**src/rtl/rfc_pkg.sv**
```systemverilog
// Shared constants, command/status structs and CRC/LFSR step functions
// for the readout fragment checker. No dependencies.
`default_nettype none
package rfc_pkg;

  localparam int unsigned MIN_WORDS            = 2413;
  localparam int unsigned MAX_WORDS            = 2443;
  localparam int unsigned MAX_TRAILER_TRIGGERS = 30;
  localparam int unsigned TRAILER_DEPTH        = 32;
  localparam int unsigned RING_AW              = $clog2(TRAILER_DEPTH);

  localparam logic [31:0] SIG_WORD      = 32'h42534D44;
  localparam logic [31:0] FILLER_WORD   = 32'hDEADFACE;
  localparam logic [31:0] CRC_POLY      = 32'h04C11DB7;
  localparam logic [31:0] CRC_INIT      = 32'hFFFFFFFF;
  localparam logic [12:0] SANE_TOKEN    = 13'd4097;
  localparam logic [7:0]  DET_ID_EXP    = 8'd5;
  localparam logic [7:0]  NULL_FORMAT   = 8'h02;
  localparam logic [7:0]  FIBER_ANY     = 8'hFF;
  localparam logic [11:0] PATTERN_FIRST = 12'd10;
  localparam logic [11:0] PATTERN_END   = 12'd2410;
  localparam logic [11:0] IDX_MAX       = 12'd4095;
  localparam logic [11:0] IDX_FILLER    = 12'd9;

  // trigger command codes
  localparam logic [3:0] TRG_CLEAR   = 4'd2;
  localparam logic [3:0] TRG_PHYS_A  = 4'd4;
  localparam logic [3:0] TRG_PHYS_B  = 4'd8;
  localparam logic [3:0] TRG_PATTERN = 4'd11;
  localparam logic [3:0] TRG_PHYS_C  = 4'd12;

  // header word positions
  localparam logic [11:0] POS_TOKEN = 12'd0;
  localparam logic [11:0] POS_SIG   = 12'd1;
  localparam logic [11:0] POS_CMD   = 12'd2;
  localparam logic [11:0] POS_STAT  = 12'd3;
  localparam logic [11:0] POS_XING  = 12'd4;

  typedef struct packed {
    logic       accept;     // input word transfer
    logic       crc_step;   // fold one byte into the CRC
    logic [1:0] crc_sel;    // byte 0 = top byte of incoming word
    logic       rd_en;      // ring read at position idx-1-rd_off
    logic [4:0] rd_off;
    logic       latch_ml;
    logic       scan_chk;
    logic       decide;
    logic       load_hdr;
    logic       load_trl;
    logic       trl_last;
    logic       end_frag;
  } dp_cmd_t;

  typedef struct packed {
    logic [4:0] ml;         // trailer trigger count after limit check
    logic       single;     // null or critical: one record only
    logic       out_free;
  } dp_stat_t;

  function automatic logic [31:0] crc_fold8(input logic [31:0] c, input logic [7:0] b);
    logic [31:0] r;
    r = c;
    for (int j = 7; j >= 0; j--) begin
      if (r[31] == b[j]) r = {r[30:0], 1'b0} ^ CRC_POLY;
      else r = {r[30:0], 1'b0};
    end
    return r;
  endfunction

  function automatic logic [31:0] lfsr_next(input logic [31:0] s);
    return {s[30:0], ~(s[31] ^ s[21] ^ s[1] ^ s[0])};
  endfunction

endpackage
`default_nettype wire

```
**src/rtl/rfc_ctrl.sv**
```systemverilog
// Sequencer for the fragment checker: word intake, CRC byte steps,
// trailer scan and record emission. Depends on rfc_pkg.
`default_nettype none
module rfc_ctrl
  import rfc_pkg::*;
(
  input  wire logic     clk,
  input  wire logic     rst,
  input  wire logic     in_valid,
  input  wire logic     in_last,
  output logic          in_ready,
  input  wire dp_stat_t stat,
  output dp_cmd_t       cmd
);

  typedef enum logic [2:0] {
    S_IDLE, S_CRC, S_ML, S_SCAN, S_DECIDE, S_HDR, S_TRL, S_END
  } state_t;

  state_t     state, state_next;
  logic [1:0] step, step_next;
  logic [4:0] j, j_next;

  assign in_ready = (state == S_IDLE);

  always_comb begin
    cmd        = '0;
    state_next = state;
    step_next  = step;
    j_next     = j;
    case (state)
      S_IDLE: begin
        if (in_valid) begin
          cmd.accept = 1'b1;
          if (in_last) begin
            cmd.rd_en  = 1'b1;
            cmd.rd_off = 5'd0;
            state_next = S_ML;
          end else begin
            cmd.crc_step = 1'b1;
            cmd.crc_sel  = 2'd0;
            step_next    = 2'd1;
            state_next   = S_CRC;
          end
        end
      end
      S_CRC: begin
        cmd.crc_step = 1'b1;
        cmd.crc_sel  = step;
        step_next    = step + 2'd1;
        if (step == 2'd3) state_next = S_IDLE;
      end
      S_ML: begin
        cmd.latch_ml = 1'b1;
        cmd.rd_en    = 1'b1;
        cmd.rd_off   = 5'd1;
        j_next       = 5'd0;
        state_next   = S_SCAN;
      end
      S_SCAN: begin
        if (j < stat.ml) begin
          cmd.scan_chk = 1'b1;
          if (j + 5'd1 < stat.ml) begin
            cmd.rd_en  = 1'b1;
            cmd.rd_off = j + 5'd2;
            j_next     = j + 5'd1;
          end else begin
            state_next = S_DECIDE;
          end
        end else begin
          state_next = S_DECIDE;
        end
      end
      S_DECIDE: begin
        cmd.decide = 1'b1;
        state_next = S_HDR;
      end
      S_HDR: begin
        if (stat.out_free) begin
          cmd.load_hdr = 1'b1;
          if (stat.single || stat.ml == 5'd0) begin
            state_next = S_END;
          end else begin
            cmd.rd_en  = 1'b1;
            cmd.rd_off = 5'd1;
            j_next     = 5'd0;
            state_next = S_TRL;
          end
        end
      end
      S_TRL: begin
        if (stat.out_free) begin
          cmd.load_trl = 1'b1;
          cmd.trl_last = (j + 5'd1 == stat.ml);
          if (j + 5'd1 == stat.ml) begin
            state_next = S_END;
          end else begin
            cmd.rd_en  = 1'b1;
            cmd.rd_off = j + 5'd2;
            j_next     = j + 5'd1;
          end
        end
      end
      S_END: begin
        cmd.end_frag = 1'b1;
        state_next   = S_IDLE;
      end
      default: state_next = S_IDLE;
    endcase
  end

  always_ff @(posedge clk) begin
    if (rst) begin
      state <= S_IDLE;
      step  <= 2'd0;
      j     <= 5'd0;
    end else begin
      state <= state_next;
      step  <= step_next;
      j     <= j_next;
    end
  end

endmodule
`default_nettype wire

```
**src/rtl/rfc_dpath.sv**
```systemverilog
// Datapath: header capture, CRC, test pattern LFSR, trailer ring memory,
// final checks and output record register. Depends on rfc_pkg.
`default_nettype none
module rfc_dpath
  import rfc_pkg::*;
(
  input  wire logic        clk,
  input  wire logic        rst,
  input  wire logic [31:0] in_word,
  input  wire logic [7:0]  fiber_exp,
  input  wire dp_cmd_t     cmd,
  output dp_stat_t         stat,
  input  wire logic        out_ready,
  output logic             out_valid,
  output logic [79:0]      out_data,
  output logic             out_last
);

  logic [11:0] word_index;
  logic [31:0] crc_accum;
  logic [31:0] w_hold;
  logic [11:0] token_lo;
  logic [15:0] command_lo;
  logic        stat_flags;
  logic [7:0]  det_id;
  logic [7:0]  fiber_id;
  logic [31:0] crossing_word;
  logic        header_fail;
  logic [31:0] pattern_seed;
  logic [31:0] pattern_next;
  logic [11:0] mismatch_count;

  logic [31:0] ring [TRAILER_DEPTH];
  logic [31:0] rdata;
  logic        rvalid;
  logic [4:0]  ml;
  logic        soft_trl;
  logic        soft_fifo;

  logic        f_null, f_crit, f_soft;
  logic [12:0] f_tok;
  logic [11:0] f_pm;

  // ring read position relative to the last word; negative reads as zero
  logic [12:0] rd_pos;
  logic [31:0] rword;
  assign rd_pos = {1'b0, word_index} - 13'd1 - {8'd0, cmd.rd_off};
  assign rword  = rvalid ? rdata : 32'd0;

  logic [7:0] crc_byte;
  always_comb begin
    case (cmd.crc_sel)
      2'd0:    crc_byte = in_word[31:24];
      2'd1:    crc_byte = w_hold[23:16];
      2'd2:    crc_byte = w_hold[15:8];
      2'd3:    crc_byte = w_hold[7:0];
      default: crc_byte = 8'd0;
    endcase
  end

  // final checks
  logic [12:0] n_words;
  logic        crit_base, soft_base, idm, crit_r, soft_r, commit;
  logic [3:0]  trg, daq;
  logic [12:0] tok_r;
  assign n_words = {1'b0, word_index} + 13'd1;
  assign trg     = command_lo[7:4];
  assign daq     = command_lo[3:0];
  assign idm     = (fiber_exp != FIBER_ANY) && (fiber_exp != fiber_id);

  always_comb begin
    crit_base = (n_words < 13'(MIN_WORDS)) || (n_words > 13'(MAX_WORDS)) || header_fail ||
                (word_index < IDX_FILLER) || (det_id != DET_ID_EXP);
    soft_base = stat_flags;
    crit_r    = crit_base || ((w_hold != 32'd0) && (crc_accum != w_hold));
    soft_r    = soft_base || soft_trl || soft_fifo || (token_lo == 12'd0);
    tok_r     = (token_lo == 12'd0) ? SANE_TOKEN : {1'b0, token_lo};
    case (trg)
      TRG_CLEAR: begin
        tok_r  = SANE_TOKEN;
        crit_r = 1'b0;
        soft_r = 1'b0;
      end
      TRG_PHYS_A, TRG_PHYS_B, TRG_PATTERN, TRG_PHYS_C: ;
      default: begin
        tok_r  = SANE_TOKEN;
        soft_r = 1'b1;
      end
    endcase
    commit = (command_lo[15:8] != NULL_FORMAT) && !crit_r && !soft_r && (trg == TRG_PATTERN);
  end

  assign stat = '{ml: ml, single: (f_null || f_crit), out_free: (!out_valid || out_ready)};

  // ring memory
  always_ff @(posedge clk) begin
    if (cmd.accept) ring[word_index[RING_AW-1:0]] <= in_word;
    if (cmd.rd_en) rdata <= ring[rd_pos[RING_AW-1:0]];
  end

  logic [11:0] ml_raw;
  assign ml_raw = rword[11:0];

  always_ff @(posedge clk) begin
    if (rst) begin
      word_index     <= 12'd0;
      crc_accum      <= CRC_INIT;
      token_lo       <= 12'd0;
      command_lo     <= 16'd0;
      stat_flags     <= 1'b0;
      det_id         <= 8'd0;
      fiber_id       <= 8'd0;
      crossing_word  <= 32'd0;
      header_fail    <= 1'b0;
      pattern_seed   <= 32'd0;
      pattern_next   <= 32'd0;
      mismatch_count <= 12'd0;
      ml             <= 5'd0;
      soft_trl       <= 1'b0;
      soft_fifo      <= 1'b0;
      rvalid         <= 1'b0;
      f_null         <= 1'b0;
      f_crit         <= 1'b0;
      f_soft         <= 1'b0;
      f_tok          <= 13'd0;
      f_pm           <= 12'd0;
      out_valid      <= 1'b0;
    end else begin
      if (cmd.rd_en) rvalid <= !rd_pos[12];
      if (cmd.accept) begin
        w_hold <= in_word;
        case (word_index)
          POS_TOKEN:  token_lo <= in_word[11:0];
          POS_SIG:    if (in_word != SIG_WORD) header_fail <= 1'b1;
          POS_CMD:    command_lo <= in_word[15:0];
          POS_STAT: begin
            stat_flags <= (in_word[31:16] != 16'd0);
            det_id     <= in_word[15:8];
            fiber_id   <= in_word[7:0];
          end
          POS_XING:   crossing_word <= in_word;
          IDX_FILLER: if (in_word != FILLER_WORD) header_fail <= 1'b1;
          default: ;
        endcase
        if (word_index >= PATTERN_FIRST && word_index < PATTERN_END) begin
          if (in_word != pattern_next && mismatch_count != IDX_MAX)
            mismatch_count <= mismatch_count + 12'd1;
          pattern_next <= lfsr_next(pattern_next);
        end
        if (cmd.crc_step && word_index != IDX_MAX) word_index <= word_index + 12'd1;
      end
      if (cmd.crc_step) crc_accum <= crc_fold8(crc_accum, crc_byte);
      if (cmd.latch_ml) begin
        if (ml_raw > 12'(MAX_TRAILER_TRIGGERS)) begin
          ml       <= 5'd0;
          soft_trl <= 1'b1;
        end else begin
          ml <= ml_raw[4:0];
        end
      end
      if (cmd.scan_chk && rword[31]) soft_fifo <= 1'b1;
      if (cmd.decide) begin
        f_null <= (command_lo[15:8] == NULL_FORMAT);
        f_crit <= (command_lo[15:8] != NULL_FORMAT) && crit_r;
        f_soft <= (command_lo[15:8] == NULL_FORMAT) ? soft_base : soft_r;
        f_tok  <= tok_r;
        f_pm   <= commit ? mismatch_count : 12'd0;
        if (commit) pattern_seed <= pattern_next;
      end
      // output record register
      if (cmd.load_hdr || cmd.load_trl) out_valid <= 1'b1;
      else if (out_valid && out_ready) out_valid <= 1'b0;
      if (cmd.load_hdr) begin
        if (f_null) begin
          out_data <= {6'd0, 1'b1, 12'd0, idm, soft_base, crit_base, 5'd1,
                       crossing_word, 4'd0, 4'd0, SANE_TOKEN};
          out_last <= 1'b1;
        end else if (f_crit) begin
          out_data <= {6'd0, 1'b0, 12'd0, idm, f_soft, 1'b1, 5'd0,
                       32'd0, 4'd0, 4'd0, SANE_TOKEN};
          out_last <= 1'b1;
        end else begin
          out_data <= {6'd0, 1'b0, f_pm, idm, f_soft, 1'b0, ml + 5'd1,
                       crossing_word, daq, trg, f_tok};
          out_last <= (ml == 5'd0);
        end
      end
      if (cmd.load_trl) begin
        out_data  <= {6'd0, 1'b0, f_pm, idm, f_soft, 1'b0, ml + 5'd1,
                      21'd0, rword[30:20], rword[3:0], rword[7:4], 1'b0, rword[19:8]};
        out_last  <= cmd.trl_last;
      end
      if (cmd.end_frag) begin
        word_index     <= 12'd0;
        crc_accum      <= CRC_INIT;
        token_lo       <= 12'd0;
        command_lo     <= 16'd0;
        stat_flags     <= 1'b0;
        det_id         <= 8'd0;
        fiber_id       <= 8'd0;
        crossing_word  <= 32'd0;
        header_fail    <= 1'b0;
        pattern_next   <= pattern_seed;
        mismatch_count <= 12'd0;
        ml             <= 5'd0;
        soft_trl       <= 1'b0;
        soft_fifo      <= 1'b0;
        f_null         <= 1'b0;
        f_crit         <= 1'b0;
      end
    end
  end

endmodule
`default_nettype wire

```
**src/rtl/readout_fragment_checker_core.sv**
```systemverilog
// Readout fragment checker: top level with APB register and stream ports.
// Depends on rfc_pkg, rfc_ctrl, rfc_dpath.
//
// Usage: fragment words enter on s_* one transfer at a time; s_tlast marks
// the final (CRC) word. The CRC unit folds one byte per cycle; after each
// word before the last, intake waits until all four of its bytes are folded.
// The last word starts the check: a ring read of the trailer length, a scan
// of each trailer word for the FIFO limit bit, a decision step, then the
// records go out on m_* one per cycle while m_tready is high (header record
// first, then up to 30 trailer records, m_tlast on the final one), and a
// clear of fragment state. The trailer ring is a 32-entry memory with one
// read and one write port. A stalled m_tready holds the pending record in
// the output register and pauses emission; intake resumes after the final
// record is loaded into the output register and the state clear step has run.
// Synchronous reset returns the checker to idle, sets expected_fiber_id to
// 255 and clears the pattern seed; the ring needs no clearing pass.
// Register expected_fiber_id sits at byte address 0.
`default_nettype none
module readout_fragment_checker_core
  import rfc_pkg::*;
(
  input  wire logic        clk,
  input  wire logic        rst,
  input  wire logic        psel,
  input  wire logic        penable,
  input  wire logic        pwrite,
  input  wire logic [2:0]  paddr,
  input  wire logic [31:0] pwdata,
  output logic [31:0]      prdata,
  output logic             pready,
  input  wire logic        s_tvalid,
  output logic             s_tready,
  input  wire logic [31:0] s_tdata,   // data_word[31:0]
  input  wire logic        s_tlast,   // is_last_word
  output logic             m_tvalid,
  input  wire logic        m_tready,
  // token[12:0] trg_cmd[16:13] daq_cmd[20:17] rhic_count[52:21]
  // trigger_count[57:53] critical_error[58] soft_error[59] id_mismatch[60]
  // pattern_mismatches[72:61] null_event[73] zero[79:74]
  output logic [79:0]      m_tdata,
  output logic             m_tlast    // last_of_run
);

  logic [7:0] fiber_exp;
  dp_cmd_t    cmd;
  dp_stat_t   stat;

  assign pready = 1'b1;
  assign prdata = (paddr[2] == 1'b0) ? {24'd0, fiber_exp} : 32'd0;

  always_ff @(posedge clk) begin
    if (rst) fiber_exp <= FIBER_ANY;
    else if (psel && penable && pwrite && paddr[2] == 1'b0) fiber_exp <= pwdata[7:0];
  end

  rfc_ctrl u_ctrl (
    .clk      (clk),
    .rst      (rst),
    .in_valid (s_tvalid),
    .in_last  (s_tlast),
    .in_ready (s_tready),
    .stat     (stat),
    .cmd      (cmd)
  );

  rfc_dpath u_dpath (
    .clk       (clk),
    .rst       (rst),
    .in_word   (s_tdata),
    .fiber_exp (fiber_exp),
    .cmd       (cmd),
    .stat      (stat),
    .out_ready (m_tready),
    .out_valid (m_tvalid),
    .out_data  (m_tdata),
    .out_last  (m_tlast)
  );

endmodule
`default_nettype wire
```
**config.mk**
```make
export PLATFORM = sky130hd
export DESIGN_NAME = readout_fragment_checker_core
export DESIGN_NICKNAME = d
export VERILOG_FILES = /design/src/rtl/rfc_pkg.sv /design/src/rtl/rfc_ctrl.sv /design/src/rtl/rfc_dpath.sv /design/src/rtl/readout_fragment_checker_core.sv
export SDC_FILE = /design/constraint.sdc
export NUM_CORES = 2
export LEC_CHECK = 0
export BUFFER_PORTS_ARGS = -buffer_cell sky130_fd_sc_hd__buf_2
export CORE_MARGIN = 1
export CORE_UTILIZATION = 55
export CTS_CLUSTER_DIAMETER = 200
export DETAILED_ROUTE_END_ITERATION = 7
export PLACE_DENSITY = 0.75
export SETUP_SLACK_MARGIN = 0.3
export SKIP_CTS_REPAIR_TIMING = 1
export SYNTH_ARGS = -nofsm -noshare
export SYNTH_HDL_FRONTEND = slang
export SYNTH_SLANG_ARGS = --single-unit
```
**constraint.sdc**
```tcl
create_clock -name clk -period 4.75 [get_ports clk]
set_input_delay 0.2375 -clock clk [delete_from_list [all_inputs] [get_ports clk]]
set_output_delay 0.2375 -clock clk [all_outputs]
set_load 0.05 [all_outputs]
```
* Word-level counts from Yosys, hierarchy flattened
Memories as Yosys holds them, arrays and structs flattened. A register that Yosys moved wholly into a read port is not among the register bits. Index checks and enable logic that the tools add are counted.
Word-level totals: bits in registers 366, bits in latches 0, ROM bits 0, output and inout port bits 116, memories 1, logic and storage cells 268, bits in writable memories 1024, input bits 75
Memory list:
- u_dpath.ring | depth 32, width 32, read ports 1, clocked after Yosys merged registers in 1, write ports 1, RTL line rfc_dpath.sv:33 | logic [31:0] ring [TRAILER_DEPTH];
Cells by class: $mul 0, $lt $le $gt $ge 8, eq/ne operators 54, reductions and logical operators 61, bitwise operators 14, shift operators 0, multiplexer cells 91, divide/modulo/power cells 0, add/sub/neg operators 9
Operators with widths (number):
- 32-bit 2-to-1 mux | 18
- 27-bit 2-to-1 mux | 8
- 80-bit 2-to-1 mux | 2
- 73-bit 2-to-1 mux | 2
- 14-bit NOT | 8
- 32-bit != test | 2
- 6-bit 2-to-1 mux | 7
- 5-bit 2-to-1 mux | 7
- 32-bit by 31-bit != test with 1-bit output, second input constant | 1
- 32-bit != test, second input constant | 1
- 8-bit case mux with 4 select lines | 1
- 32-bit nonzero test | 1
- 6-bit case mux with 5 select lines | 1
- 13-bit 2-to-1 mux | 2
- 12-bit by 1-bit adder with 12-bit output, second input constant | 2
- 12-bit by 2-bit equality test with 1-bit output, second input constant | 2
- 12-bit logical NOT | 2
- 3-bit 2-to-1 mux | 8
- 12-bit != test, second input constant | 2
- 3-bit case mux with 8 select lines | 1
- 1-bit 2-to-1 mux | 21
- 5-bit case mux with 4 select lines | 1
- 2-bit AND reduction | 10
- 16-bit nonzero test | 1
- 57 further kinds | 126

* Depth between registers and ports, before layout
word-level depth 35, depth in mapped cells 19, depth with buffers taken out 17

* Cells and area by module
From an unflattened synthesis, not the netlist that was laid out.
Second synthesis, totals: cell total of the unflattened synthesis 3321, area total of the unflattened synthesis 56852.0 µm²
Modules (own cells, without submodules):
- rfc_dpath | cells an instance 3122, instances 1, area an instance 55209.2 µm²
- rfc_ctrl | cells an instance 128, instances 1, area an instance 1047.3 µm²
- readout_fragment_checker_core | cells an instance 71, instances 1, area an instance 595.6 µm²

* Least setup slack after synthesis
OpenSTA, ideal clock, no wires.
kind reg2reg, start register u_ctrl.j[2], end register u_dpath.rdata[0] (read register of u_dpath.ring), data pin, buffers on the path 2, data arrival time 4.769 ns, setup slack -0.279 ns, period minus slack after synthesis 5.029 ns, stages on the path, launching flop included 18, setup time 0.260 ns, required time 4.490 ns, path through dfxtp_1 -> ha_1 -> nand2_1 -> xnor2_1 -> ha_1 -> a21o_1 -> a21oi_1 -> o21ai_0 -> nor4_1 -> or2_2 -> clkbuf_1 -> a21oi_1 -> ha_1 -> fa_1 -> xnor2_1 -> clkbuf_1 -> mux4_2 -> mux2_2
On the way: word-level cells in the longest chain between the ends 6, elaborated cells on any way between the ends 11, those cells by class 3 x add/sub; 2 x order compare; 1 x eq/ne; 5 x mux
RTL lines:
- from (decl) | RTL line rfc_ctrl.sv:22 | logic [4:0] j, j_next;
- from (signal assigned) | RTL line rfc_ctrl.sv:120 | j <= j_next;
- 5-bit by 1-bit adder with 5-bit output | RTL line rfc_ctrl.sv:63, rfc_ctrl.sv:95
- 5-bit less-than comparator / 5-bit equality test (equally long branches) | RTL line rfc_ctrl.sv:63, rfc_ctrl.sv:95
- 6-bit 2-to-1 mux (on tied branches) | RTL line rfc_ctrl.sv:63, rfc_ctrl.sv:95
- 6-bit 2-to-1 mux (on tied branches) | RTL line rfc_ctrl.sv:61, rfc_ctrl.sv:92
- 6-bit case mux with 5 select lines * | RTL line rfc_ctrl.sv:31 | case (state)
- 13-bit by 5-bit subtractor with 13-bit output | RTL line rfc_dpath.sv:47 | assign rd_pos = {1'b0, word_index} - 13'd1 - {8'd0, cmd.rd_off};
- to (decl) | RTL line rfc_dpath.sv:34 | logic [31:0] rdata;
Every way passes the cells marked *; elsewhere a longest branch is shown, timed or not. A chain may end at the register's enable or synchronous reset.

* Worst setup path in the final report
start register u_ctrl.j[0], end register u_dpath.rdata[10] (read register of u_dpath.ring), data pin
The elaborated chain is that of the path after synthesis.

==> flow_summary.yaml <==
logic_synthesis:
  synth_top_family_by_area: "multiplexers"
  synth-seq-cells: 1416
  synth_mux_area_share_pct: 14.4
  yosysUniqueCellTypes: 78
  synth.top_cells.by_area: "edfxtp_1 61%, mux4_2 13%, dfxtp_1 8.9%, nand2_1 1.8%, nor2_1 1.3%"
  yosys.area_share.xor_xnor_pct: 3.02
  ys_seq_area_share_pct: 70.3
  ys.flop_type: "edfxtp_1"
  syn_inst: 3356
  synth-edff-count: 1163
  synth_top_area_cell: "edfxtp_1"
  yosysTopAreaCellShare_pct: 61.4
  synth-simple-area-share_pct: 6.25
  synthAdderAreaFrac_pct: 0.586
  synth_compound_area_share_pct: 3.48
  async_flop_share_pct: 0
  syn_area_per_cell_um2: 16.9
  netlist_area_um2: 56800
  yosys_warnings: 0
pwr:
  comb_power_share_pct: 19.7
  switchingPower_w: 0.00828
  switching_share_pct: 26.3
  clkPwrFrac_pct: 35.2
  leakage_nw: 21.9
  finalPower_w: 0.0315
  ir_drop_mv: 0.412
  seqPwrFrac_pct: 45.2
  p_int_w: 0.0233
  p_per_area_nw_per_um2: 479
critical_path:
  startpoint_type: "flip-flop"
  worstPathMaxFanout: 8
  arrival_ps: 5520
  r2r-start: "u_ctrl.j[0]"
  cp-startpoint: "u_ctrl.j[0]"
  max_stage_delay_ps: 720
  rr_worst_depth: 17
  crit_buf_inv: 3
  path_delay_family: "adder cells"
  r2r_setup_slack_ps: -240
  end_kind: "flip-flop"
  crit_chain: "ha_4, nand3_1, xnor2_2, ha_4, nand3_2, or3b_4, and3_4, or2_4, a21oi_4, ha_4, fa_4, buf_12, buf_12, buf_12, mux4_2, mux4_2, mux2_4"
  r2r_end: "u_dpath.rdata[10]"
  path_class: "flip-flop to flip-flop"
  crit_required_ps: 5270
  slowest_stage: "fa_4"
timing:
  clock_skew_ps: 29.6
  timing.final.crit_share_pct: 105
  fin_ws_ps: -243
  rsz0062_at_grt: "true"
  timing.fmax_mhz: 200
  finalMaxSlewViolations: 0
  setup_tns_ps: -5190
  max_slew.worst_pin.slew_ps: 1190
  finalCriticalPeriod_ps: 4990
  hold_ws_ps: -5.09
  hold_violations: 1
  setup_viol: 32
  max_slew_margin_pct: 20.6
die:
  die_y_um: 323
  rows: 117
  initial_core_util_pct: 55.6
  io_pins: 191
  core-area_um2: 102000
  die_w_um: 323
  die-area_um2: 105000
layout:
  layout_common_cells: "1163 x edfxtp_1, 320 x mux4_2, 277 x nand2_1"
  mostFrequentLayoutCell: "edfxtp_1"
  syn_to_final_growth_pct: 15.9
  num-nets-final: 3764
  fin_util_pct: 64.4
  drive_above_1_share_pct: 26.2
  finalNonFillerCells: 5147
  nFillCells: 6795
placement:
  gp_congestion: 0.912
  placed_cells: 4852
  dp_slack_ps: -262
  port_buffers: 133
  place.detailed.hpwl_um: 85600
status:
  violations: "hold timing, setup timing"
  status: "finished with violations"
cts:
  cts_made_buffers: 141
  cts.clk_slew.worst_paths_ps: 60
  root_buffer: "clkbuf_16"
  htree_levels: 4
  cts_buffer_depth: 3
  insertion_delay_ps: 780
  cts_tree: "done"
  cts.sinks: 1416
global_routing:
  grt.busiest_layer: "met2"
  overflow: 0
  grt_use_total_pct: 29.8
  grt_pass1_wl_um: 221000
  use_met3_pct: 7.33
  grt_max_degree: 77
  antenna_found_initial: 10
  grt_pass1_vias: 32300
  use_met1_pct: 38.1
  use_met2_pct: 48.3
route:
  drtIter0Drc: 4403
  post_drt_via_cell_ratio: 6.48
  wl_per_cell_um: 31.1
  wl_um: 160000
  vias: 33400
  drt.antenna.violating_nets: 0
  drcViolationCount: 0
  drtPass1Iterations: 5
flow_run:
  drv_cap: 0
worst_hold_path:
  hp-class: "input pin to flip-flop"
  hold_depth: 5
  min_from: "s_tvalid"
  min_to: "u_dpath.word_index[11]"
[stage by stage]
step                      instance area (um2)  hold WS [ps]
final                                   65900         -5.09
after global routing                    65900          11.1
after CTS                               65300          -341
after detailed placement                60700           443
after global placement                  60700           435
after floorplan                         57300           336
[cells by family (layout without fill, tap and decap cells)]
group,count (synthesis),in the layout
adders and majority gates,26,26
and+or+nand+nor,761,761
DFF,1416,1416
xor gates and xnor gates,176,176
other,2,33
muxes,415,415
buffers and inverters,239,631
AOI/OAI and AO/OA,321,321
[sequential cells by signal, indices dropped and copies added, names as in the netlist, 13 cells and up]
name	flops
u_dpath.out_data	74
u_dpath.crc_accum	32
u_dpath.pattern_seed	32
u_dpath.pattern_next	32
u_dpath.rdata	32
u_dpath.command_lo	16
u_dpath.ring	1024
u_dpath.f_tok	13
u_dpath.crossing_word	32
u_dpath.w_hold	32
[power groups by stage]
stage	Combinational [W]	Sequential [W]	Clock, W
2_1_floorplan	0.00431	0.0143	0
3_3_place_gp	0.00575	0.0145	0
3_5_place_dp	0.00585	0.0145	0
4_1_cts	0.00598	0.0142	0.0111
5_1_grt	0.00653	0.0143	0.0116
6_report	0.00620	0.0143	0.0111
[layer usage]
| metal | wire length, um | part of all wire [%] | vias to the layer above |
|---|---|---|---|
| li1 | - | - | 13700 |
| met1 | 56800 | 36 | 16700 |
| met2 | 76700 | 48 | 2440 |
| met3 | 17800 | 11 | 538 |
| met4 | 8540 | 5.3 | 6 |
| met5 | 36 | 0.023 | - |
[cells in the mapped netlist, drive strengths merged (33+ instances only)]
library cell	number
dfxtp	253
mux2	35
mux4	320
buf	71
a21oi	125
mux2i	60
xor2	80
o21ai	86
nand2	280
edfxtp	1163
nor2	200
nand3	67
nor2b	33
clkbuf	150
nor3	34
xnor2	93
[worst reg2reg max path: stages (launching register included)]
cell	delay (ps)
dfxtp_4	390
ha_4	140
nand3_1	120
xnor2_2	190
ha_4	290
nand3_2	90
or3b_4	400
and3_4	160
or2_4	280
a21oi_4	160
ha_4	170
fa_4	720
buf_12	220
buf_12	150
buf_12	150
mux4_2	320
mux4_2	510
mux2_4	280
[worst max-delay path by stage]
stage | endpoint | slack, ps | depth (start not counted)
CTS | u_dpath.rdata[11] | -350 | 16
detailed placement | u_dpath.rdata[2] | -260 | 16
global placement | u_dpath.rdata[2] | -250 | 16
global route | u_dpath.rdata[10] | -360 | 18
finish | u_dpath.rdata[10] | -240 | 17
floorplan | u_dpath.rdata[10] | 300 | 17
[final cells by class]
| type | instances | area [um2] | area share [%] |
|---|---|---|---|
| multi-input cells | 1730 | 16400 | 24.9 |
| repair buffers | 356 | 3110 | 4.72 |
| well taps | 1368 | 1710 | 2.60 |
| clock buffers | 186 | 3890 | 5.91 |
| inverters | 18 | 67.6 | 0.103 |
| clock inverters | 71 | 658 | 0.999 |
| diodes | 2 | 5.00 | 0.00760 |
| flip-flops and latches | 1416 | 40000 | 60.7 |
Note: power is estimated with default switching activity, not from simulation.
